## src/rtl/core/dtti_pkg.sv

```systemverilog
// ----------------------------------------------------------------------------
// dtti_pkg
// Beat types and character constants of the decimal text converter.
// ----------------------------------------------------------------------------
`timescale 1ns / 1ps

package dtti_pkg;

    typedef struct packed {
        logic [7:0] character;
        logic       last;
    } item_t;

    typedef struct packed {
        logic signed [31:0] value;
        logic               overflowed;
    } result_t;

    // one parsed string handed from the scanner to the scaler
    typedef struct packed {
        logic [31:0] mantissa;
        logic        negate;
        logic        exp_negative;
        logic [6:0]  exp_count;
        logic        saturated;
    } job_t;

    localparam logic [31:0] MANT_LIMIT    = 32'd214748363;
    localparam logic [31:0] SAT_VALUE     = 32'h7FFF_FFFF;
    localparam logic [6:0]  EXP_MAX       = 7'd99;
    localparam logic [6:0]  DIV_EXP_LIMIT = 7'd10;
    localparam logic [7:0]  CHAR_ZERO     = 8'd48;
    localparam logic [7:0]  CHAR_NINE     = 8'd57;
    localparam logic [7:0]  CHAR_E        = 8'h45;
    localparam logic [7:0]  CHAR_PLUS     = 8'h2B;
    localparam logic [7:0]  CHAR_MINUS    = 8'h2D;
    // floor(v / 10) == (v * RECIP_TEN) >> RECIP_SHIFT for every 32-bit v
    localparam logic [31:0] RECIP_TEN     = 32'hCCCC_CCCD;
    localparam int          RECIP_SHIFT   = 35;

endpackage

```

## src/rtl/core/decimal_text_to_integer_core.sv

```systemverilog
// Path: the last character's beat queues a job; the scaler applies N exponent steps, where
//   N is the exponent magnitude (0 with no exponent, on overflow, or for a negative one of
//   10+), then queues the result. Throughput: one beat per cycle while full is low; the
//   scaler takes one string at a time, and the job queue lets the scanner run ahead of it.
// Reset: rst_n is asynchronous and active low; it clears the parser, both queues and
//   exponent_enable. No clearing pass; the block takes beats right after reset.
// ----------------------------------------------------------------------------
// decimal_text_to_integer_core
// ASCII decimal text to 32-bit integer converter with optional E exponent.
// ----------------------------------------------------------------------------
`timescale 1ns / 1ps

module decimal_text_to_integer_core #(
    parameter int JOB_DEPTH    = 2,
    parameter int RESULT_DEPTH = 2
) (
    input  logic              clk,
    input  logic              rst_n,
    // character beats
    input  logic              push,
    input  dtti_pkg::item_t   item,
    output logic              full,
    // result beats
    input  logic              pop,
    output logic              empty,
    output dtti_pkg::result_t result,
    // configuration
    input  logic              cfg_write_en,
    input  logic              cfg_write_data
);

    logic              exp_enable_reg;

    logic              job_push;
    dtti_pkg::job_t    job_in;
    logic              job_full;
    logic              job_empty;
    logic              job_pop;
    dtti_pkg::job_t    job_head;

    logic              res_push;
    dtti_pkg::result_t res_in;
    logic              res_full;

    // Exponent enable; the scanner samples it when an E arrives.
    always_ff @(posedge clk or negedge rst_n)
    begin
        if (!rst_n)
        begin
            exp_enable_reg <= 1'b0;
        end
        else if (cfg_write_en)
        begin
            exp_enable_reg <= cfg_write_data;
        end
    end

    // Front: scans one character per cycle unless full, and emits a job on the last one.
    dtti_front u_front (
        .clk             (clk),
        .rst_n           (rst_n),
        .exponent_enable (exp_enable_reg),
        .push            (push),
        .item            (item),
        .full            (full),
        .job_push        (job_push),
        .job             (job_in),
        .job_full        (job_full)
    );

    // Decouples the scanner from the iterative scaler.
    dtti_queue #(
        .T     (dtti_pkg::job_t),
        .DEPTH (JOB_DEPTH)
    ) u_job_q (
        .clk      (clk),
        .rst_n    (rst_n),
        .push     (job_push),
        .data_in  (job_in),
        .pop      (job_pop),
        .full     (job_full),
        .empty    (job_empty),
        .data_out (job_head)
    );

    // Back: applies the exponent a step per cycle, then the sign.
    dtti_back u_back (
        .clk       (clk),
        .rst_n     (rst_n),
        .job_empty (job_empty),
        .job       (job_head),
        .job_pop   (job_pop),
        .res_full  (res_full),
        .res_push  (res_push),
        .res       (res_in)
    );

    // Result queue: the scaler keeps going while a result waits for pop.
    dtti_queue #(
        .T     (dtti_pkg::result_t),
        .DEPTH (RESULT_DEPTH)
    ) u_res_q (
        .clk      (clk),
        .rst_n    (rst_n),
        .push     (res_push),
        .data_in  (res_in),
        .pop      (pop),
        .full     (res_full),
        .empty    (empty),
        .data_out (result)
    );

endmodule

```

## src/rtl/core/dtti_queue.sv

```systemverilog
// ----------------------------------------------------------------------------
// dtti_queue
// Small register queue used between scanner, scaler and result port.
// ----------------------------------------------------------------------------
`timescale 1ns / 1ps

module dtti_queue #(
    parameter type T     = logic,
    parameter int  DEPTH = 2
) (
    input  logic clk,
    input  logic rst_n,
    input  logic push,
    input  T     data_in,
    input  logic pop,
    output logic full,
    output logic empty,
    output T     data_out
);

    localparam int PTR_W = (DEPTH > 1) ? $clog2(DEPTH) : 1;
    localparam int CNT_W = $clog2(DEPTH + 1);
    localparam logic [PTR_W-1:0] PTR_LAST = PTR_W'(DEPTH - 1);
    localparam logic [CNT_W-1:0] CNT_FULL = CNT_W'(DEPTH);

    T                 mem_reg [DEPTH];
    logic [PTR_W-1:0] wr_ptr_reg, wr_ptr_next;
    logic [PTR_W-1:0] rd_ptr_reg, rd_ptr_next;
    logic [CNT_W-1:0] count_reg, count_next;
    logic             do_push;
    logic             do_pop;

    assign full     = (count_reg == CNT_FULL);
    assign empty    = (count_reg == '0);
    assign do_push  = push && !full;
    assign do_pop   = pop && !empty;
    assign data_out = mem_reg[rd_ptr_reg];

    always_comb
    begin
        wr_ptr_next = wr_ptr_reg;
        rd_ptr_next = rd_ptr_reg;
        count_next  = count_reg;
        if (do_push)
        begin
            wr_ptr_next = (wr_ptr_reg == PTR_LAST) ? '0 : wr_ptr_reg + 1'b1;
        end
        if (do_pop)
        begin
            rd_ptr_next = (rd_ptr_reg == PTR_LAST) ? '0 : rd_ptr_reg + 1'b1;
        end
        if (do_push && !do_pop)
        begin
            count_next = count_reg + 1'b1;
        end
        else if (do_pop && !do_push)
        begin
            count_next = count_reg - 1'b1;
        end
    end

    always_ff @(posedge clk or negedge rst_n)
    begin
        if (!rst_n)
        begin
            wr_ptr_reg <= '0;
            rd_ptr_reg <= '0;
            count_reg  <= '0;
        end
        else
        begin
            wr_ptr_reg <= wr_ptr_next;
            rd_ptr_reg <= rd_ptr_next;
            count_reg  <= count_next;
        end
    end

    always_ff @(posedge clk)
    begin
        if (do_push)
        begin
            mem_reg[wr_ptr_reg] <= data_in;
        end
    end

endmodule

```

## src/rtl/core/dtti_front.sv

```systemverilog
// ----------------------------------------------------------------------------
// dtti_front
// Character scanner: signs, mantissa digits and exponent, one beat a cycle unless full.
// ----------------------------------------------------------------------------
`timescale 1ns / 1ps

module dtti_front (
    input  logic            clk,
    input  logic            rst_n,
    input  logic            exponent_enable,
    input  logic            push,
    input  dtti_pkg::item_t item,
    output logic            full,
    output logic            job_push,
    output dtti_pkg::job_t  job,
    input  logic            job_full
);

    typedef enum logic [4:0] {
        PH_SIGN    = 5'b00001,
        PH_MANT    = 5'b00010,
        PH_EXPSIGN = 5'b00100,
        PH_EXPDIG  = 5'b01000,
        PH_DONE    = 5'b10000
    } phase_t;

    phase_t      phase_reg, phase_next;
    logic        negate_reg, negate_next;
    logic [31:0] acc_reg, acc_next;
    logic        exp_neg_reg, exp_neg_next;
    logic [6:0]  exp_cnt_reg, exp_cnt_next;
    logic        sat_reg, sat_next;

    logic        accept;
    logic        is_digit;
    logic [3:0]  digit;
    logic [31:0] acc_times10;
    logic [9:0]  exp_wide;
    logic [6:0]  exp_sat;
    logic        do_mant;
    logic        do_exp;

    assign full     = job_full;
    assign accept   = push && !job_full;
    assign job_push = accept && item.last;

    assign is_digit = (item.character >= dtti_pkg::CHAR_ZERO) &&
                      (item.character <= dtti_pkg::CHAR_NINE);
    assign digit    = item.character[3:0];
    assign acc_times10 = {acc_reg[28:0], 3'b000} + {acc_reg[30:0], 1'b0} + {28'd0, digit};
    assign exp_wide = {exp_cnt_reg, 3'b000} + {2'b00, exp_cnt_reg, 1'b0} + {6'd0, digit};
    assign exp_sat  = (exp_wide > {3'b000, dtti_pkg::EXP_MAX}) ? dtti_pkg::EXP_MAX
                                                               : exp_wide[6:0];

    always_comb
    begin
        phase_next   = phase_reg;
        negate_next  = negate_reg;
        acc_next     = acc_reg;
        exp_neg_next = exp_neg_reg;
        exp_cnt_next = exp_cnt_reg;
        sat_next     = sat_reg;
        do_mant      = 1'b0;
        do_exp       = 1'b0;

        case (phase_reg)
            PH_SIGN:
            begin
                if (item.character == dtti_pkg::CHAR_MINUS)
                begin
                    negate_next = !negate_reg;
                end
                else if (item.character != dtti_pkg::CHAR_PLUS)
                begin
                    do_mant = 1'b1;
                end
            end
            PH_MANT:
            begin
                do_mant = 1'b1;
            end
            PH_EXPSIGN:
            begin
                phase_next = PH_EXPDIG;
                if (item.character == dtti_pkg::CHAR_MINUS)
                begin
                    exp_neg_next = 1'b1;
                end
                else if (is_digit)
                begin
                    do_exp = 1'b1;
                end
                else if (item.character != dtti_pkg::CHAR_PLUS)
                begin
                    phase_next = PH_DONE;
                end
            end
            PH_EXPDIG:
            begin
                if (is_digit)
                begin
                    do_exp = 1'b1;
                end
                else
                begin
                    phase_next = PH_DONE;
                end
            end
            PH_DONE:
            begin
            end
            default:
            begin
                phase_next = PH_DONE;
            end
        endcase

        if (do_mant)
        begin
            if (is_digit)
            begin
                if (acc_reg > dtti_pkg::MANT_LIMIT)
                begin
                    sat_next   = 1'b1;
                    phase_next = PH_DONE;
                end
                else
                begin
                    acc_next   = acc_times10;
                    phase_next = PH_MANT;
                end
            end
            else if ((item.character == dtti_pkg::CHAR_E) && exponent_enable && !item.last)
            begin
                phase_next = PH_EXPSIGN;
            end
            else
            begin
                phase_next = PH_DONE;
            end
        end

        if (do_exp)
        begin
            exp_cnt_next = exp_sat;
        end
    end

    assign job.mantissa     = acc_next;
    assign job.negate       = negate_next;
    assign job.exp_negative = exp_neg_next;
    assign job.exp_count    = exp_cnt_next;
    assign job.saturated    = sat_next;

    always_ff @(posedge clk or negedge rst_n)
    begin
        if (!rst_n)
        begin
            phase_reg   <= PH_SIGN;
            negate_reg  <= 1'b0;
            acc_reg     <= '0;
            exp_neg_reg <= 1'b0;
            exp_cnt_reg <= '0;
            sat_reg     <= 1'b0;
        end
        else if (accept)
        begin
            if (item.last)
            begin
                phase_reg   <= PH_SIGN;
                negate_reg  <= 1'b0;
                acc_reg     <= '0;
                exp_neg_reg <= 1'b0;
                exp_cnt_reg <= '0;
                sat_reg     <= 1'b0;
            end
            else
            begin
                phase_reg   <= phase_next;
                negate_reg  <= negate_next;
                acc_reg     <= acc_next;
                exp_neg_reg <= exp_neg_next;
                exp_cnt_reg <= exp_cnt_next;
                sat_reg     <= sat_next;
            end
        end
    end

endmodule

```

## src/rtl/core/dtti_back.sv

```systemverilog
// ----------------------------------------------------------------------------
// dtti_back
// Exponent scaler: one multiply or divide by ten per cycle, then the sign.
// ----------------------------------------------------------------------------
`timescale 1ns / 1ps

module dtti_back (
    input  logic              clk,
    input  logic              rst_n,
    input  logic              job_empty,
    input  dtti_pkg::job_t    job,
    output logic              job_pop,
    input  logic              res_full,
    output logic              res_push,
    output dtti_pkg::result_t res
);

    typedef enum logic [1:0] {
        BK_IDLE = 2'b01,
        BK_RUN  = 2'b10
    } back_state_t;

    back_state_t state_reg, state_next;
    logic [31:0] val_reg, val_next;
    logic [6:0]  rem_reg, rem_next;
    logic        neg_reg, neg_next;
    logic        div_reg, div_next;
    logic        ovf_reg, ovf_next;

    logic [63:0] prod;
    logic [31:0] quot;
    logic [31:0] times10;
    logic        to_zero;

    // divide by ten through the reciprocal
    assign prod    = {32'd0, val_reg} * {32'd0, dtti_pkg::RECIP_TEN};
    assign quot    = {3'b000, prod[63:dtti_pkg::RECIP_SHIFT]};
    assign times10 = {val_reg[28:0], 3'b000} + {val_reg[30:0], 1'b0};
    assign to_zero = job.exp_negative && (job.exp_count >= dtti_pkg::DIV_EXP_LIMIT);

    always_comb
    begin
        state_next = state_reg;
        val_next   = val_reg;
        rem_next   = rem_reg;
        neg_next   = neg_reg;
        div_next   = div_reg;
        ovf_next   = ovf_reg;
        job_pop    = 1'b0;
        res_push   = 1'b0;

        case (state_reg)
            BK_IDLE:
            begin
                if (!job_empty)
                begin
                    job_pop    = 1'b1;
                    state_next = BK_RUN;
                    div_next   = job.exp_negative;
                    ovf_next   = job.saturated;
                    if (job.saturated)
                    begin
                        val_next = dtti_pkg::SAT_VALUE;
                        rem_next = '0;
                        neg_next = 1'b0;
                    end
                    else if (to_zero)
                    begin
                        val_next = '0;
                        rem_next = '0;
                        neg_next = job.negate;
                    end
                    else
                    begin
                        val_next = job.mantissa;
                        rem_next = job.exp_count;
                        neg_next = job.negate;
                    end
                end
            end
            BK_RUN:
            begin
                if (rem_reg != '0)
                begin
                    val_next = div_reg ? quot : times10;
                    rem_next = rem_reg - 1'b1;
                end
                else if (!res_full)
                begin
                    res_push   = 1'b1;
                    state_next = BK_IDLE;
                end
            end
            default:
            begin
                state_next = BK_IDLE;
            end
        endcase
    end

    assign res.value      = $signed(neg_reg ? (32'd0 - val_reg) : val_reg);
    assign res.overflowed = ovf_reg;

    always_ff @(posedge clk or negedge rst_n)
    begin
        if (!rst_n)
        begin
            state_reg <= BK_IDLE;
            rem_reg   <= '0;
        end
        else
        begin
            state_reg <= state_next;
            rem_reg   <= rem_next;
        end
    end

    always_ff @(posedge clk)
    begin
        val_reg <= val_next;
        neg_reg <= neg_next;
        div_reg <= div_next;
        ovf_reg <= ovf_next;
    end

endmodule

```

## config.mk

```make
export PLATFORM = sky130hd
export DESIGN_NAME = decimal_text_to_integer_core
export DESIGN_NICKNAME = d
export VERILOG_FILES = /design/src/rtl/core/dtti_pkg.sv /design/src/rtl/core/decimal_text_to_integer_core.sv /design/src/rtl/core/dtti_queue.sv /design/src/rtl/core/dtti_front.sv /design/src/rtl/core/dtti_back.sv
export SDC_FILE = /design/constraint.sdc
export NUM_CORES = 2
export LEC_CHECK = 0
export BUFFER_PORTS_ARGS = -buffer_cell sky130_fd_sc_hd__buf_2
export CAP_MARGIN = 10
export CELL_PAD_IN_SITES_DETAIL_PLACEMENT = 2
export CELL_PAD_IN_SITES_GLOBAL_PLACEMENT = 2
export CORE_MARGIN = 4
export CORE_UTILIZATION = 47
export DETAILED_ROUTE_END_ITERATION = 7
export HOLD_SLACK_MARGIN = 0.05
export PLACE_DENSITY = 0.95
export SETUP_SLACK_MARGIN = 0.5
export SYNTH_ARGS = -nofsm -noshare
export SYNTH_HDL_FRONTEND = slang
export SYNTH_SLANG_ARGS = --single-unit
```

## constraint.sdc

```tcl
create_clock -name clk -period 17.61 [get_ports clk]
set_input_delay 1.761 -clock clk [delete_from_list [all_inputs] [get_ports clk]]
set_output_delay 1.761 -clock clk [all_outputs]
set_load 0.03 [all_outputs]
```

==> summary.txt <==
Layout
  – Largest register FFs: 84
  – Most common cell after layout, fill and taps aside: inv_1
  – Final non-filler cell area: approximately 35000 um^2
  – Area growth, synth to finish: 6.80%
  – Most frequent cells in the layout: inv_1, ha_1, fa_1
  – Nets: 4189
  – Layout cells sized above 1: 0.0604

Synth
  – Synth warn: 0
  – Cell Area, Synth: between 30000 and 40000 um^2
  – Combinational family with the most area after synthesis: adder cells
  – Post-synthesis mux area share: 0.0297
  – Unique masters post-synth: 76
  – Commonest register cell after synthesis: edfxtp_1
  – #FFs+latches synth: 250
  – Syn Nets: 4170
  – Simple-gate share of the synthesized area: 0.0745
  – Mean Syn Cell Area: between 9 and 10 um^2
  – Area share of fa/ha/maj cells after synthesis: 0.422
  – Synth Area in Compound Gates: 0.119
  – Async S/R FF share, synth: 0.260
  – Register area share after synthesis: 0.219
  – Post-synthesis xor/xnor area fraction: 0.0444
  – Mapped Cells: between 3000 and 4000
  – EDFF count, synth: 185

Clocking
  – Clock Path Buffers: 3
  – Hold Buf Count CTS: 0
  – CTS tree: built
  – Clock Latency Late Sink: ~0.63 ns
  – Clock sinks: 250
  – Worst-path clk slew: 0.07 ns
  – Setup bufs post-CTS: 0
  – Root Buffer: clkbuf_16
  – H-tree Lvls: 1
  – TritonCTS Buffers: 31
  – Post_cts resized: 0

Setup path
  – WP buf/inv: 7
  – Crit path max fanout: 8
  – Critical Path Source: u_back.val_reg[13]
  – CP endpoint kind: register
  – R2r worst-path depth: 25
  – Crit path top cell by count: inv_1
  – CP max stage delay: between 0.9 and 1 ns
  – Critical path's slowest cell: a2111oi_0
  – Crit start category: register
  – Critical Setup Path Class: register to register
  – Reg-to-Reg End: u_back.val_reg[27]
  – Worst Path Required: around 18 ns
  – Arr. time, crit path: slightly above 10 ns
  – Reg-to-reg slack, setup: slightly below 8 ns
  – Reg-to-reg startpoint: u_back.val_reg[13]
  – CP top delay family: adder cells

Route
  – ANT nets after route: 0
  – DRT Wirelength: roughly 150000 um
  – Routed WL per cell: approximately 34 um
  – DRC viols: 0
  – Via-per-instance ratio: about 6.3
  – Routed via count: 26900
  – Initial detailed-routing violation count: roughly 2200
  – DR pass1 iterations: 5

STA
  – Highest Clock Rate: between 100 and 150 MHz
  – Final period utilization: 0.553
  – Max_slew headroom: 0.131
  – Max-slew violations: 0
  – Final setup violation count: 0
  – Hold Fails Final Rpt: 0
  – Slew @ Worst Pin: between 1 and 1.5 ns
  – RSZ-0062 raised after global routing: no
  – Layout Skew: between 0.015 and 0.02 ns
  – Minimum clock period: 9.74 ns
  – Setup TNS: 0 ns

Place
  – RD Place Congestion: around 1.0
  – Post-DP HPWL: 117000 um
  – IO buf count: 49
  – DP Area: roughly 34000 um^2

Floorplanning
  – Die height: ~270 um
  – # rows: 96
  – Core area: about 69000 um^2
  – Die area: 74000 um^2
  – DIE WIDTH: 272 um
  – Initial Utilization: 0.476
  – I/O pin cnt: 50

Worst hold path
  – Hold Path Stages: 0
  – Hold EP: u_res_q.mem_reg[1][0]
  – HP Class: register to register
  – Hold Startpoint: u_back.ovf_reg

Run status
  – Outcome: finished clean

Run
  – Max-cap violations: 0

GRT
  – GR Util All Layers: 0.390
  – Vias in the first global route: ~32000
  – Initial antenna violation count: 3
  – Global-route wire length before repair: around 210000 um
  – Total gr overflow: 0
  – Largest net degree at the start of global routing: 66
[metal layers]
| metal | GRT usage | part of all wire | vias up |
|---|---|---|---|
| met5 | 0 | 0.00016 | - |
| met4 | 0.299 | 0.096 | 4 |
| met3 | 0.0945 | 0.072 | 765 |
| met2 | 0.685 | 0.50 | 1382 |
| met1 | 0.401 | 0.34 | 13800 |
| li1 | - | - | 11000 |
[cells in the mapped netlist, drive strengths merged (58+ instances only)]
| library cell | number | area, um^2 |
|---|---|---|
| nand2 | 190 | 713 |
| mux2 | 58 | 653 |
| nor2 | 110 | 413 |
| a21o | 77 | 578 |
| xor2 | 75 | 657 |
| edfxtp | 185 | 5560 |
| fa | 391 | 7830 |
| inv | 713 | 2680 |
| ha | 478 | 5980 |
| xnor2 | 91 | 797 |
| o21ai | 143 | 716 |
| dfrtp | 63 | 1580 |
| a21oi | 172 | 868 |
| clkbuf | 72 | 270 |
[through the flow]
step | util | hold WS [ns] | std cells | setup WS (ns)
2_1_floorplan | - | 0.421 | 3286 | 10.32
3_3_place_gp | 0.494 | 0.477 | 4202 | 8.94
3_5_place_dp | 0.494 | 0.494 | 4202 | 8.23
4_1_cts | 0.508 | 0.502 | 4259 | 8.19
5_1_grt | 0.508 | 0.516 | 4260 | 7.87
6_report | 0.508 | 0.500 | 4261 | 7.87
[worst max-delay path by stage]
stage / end / slack (ns) / depth (start not counted)
3_3_place_gp: u_back.val_reg[27] / 8.94 / 23
6_report: u_back.val_reg[27] / 7.87 / 25
5_1_grt: u_back.val_reg[26] / 7.87 / 25
3_5_place_dp: u_back.val_reg[27] / 8.23 / 25
4_1_cts: u_back.val_reg[27] / 8.19 / 25
2_1_floorplan: u_back.val_reg[17] / 10.32 / 25
[kinds of logic (layout without fill, tap and decap cells)]
kind of cell | Yosys count | count (layout)
simple gates | 516 | 516
other cells | 0 | 1
fa+ha+maj | 869 | 869
flops | 250 | 250
mux | 90 | 90
buf+inv | 796 | 839
compound gates | 599 | 599
xor+xnor | 166 | 166
[final cells by class]
type                       count  area, um^2
tap                          931        1160
clock buffer                  34         787
clock inverter                23         179
antenna                        1        2.50
fill                        7101       33800
multi-input combinational   2240       22600
timing repair buffer          67         393
inverter                     715        2680
sequential                   250        7190
Power is not shown: default switching activity piles up to over one toggle a cycle in this logic, so the estimate is an artifact.
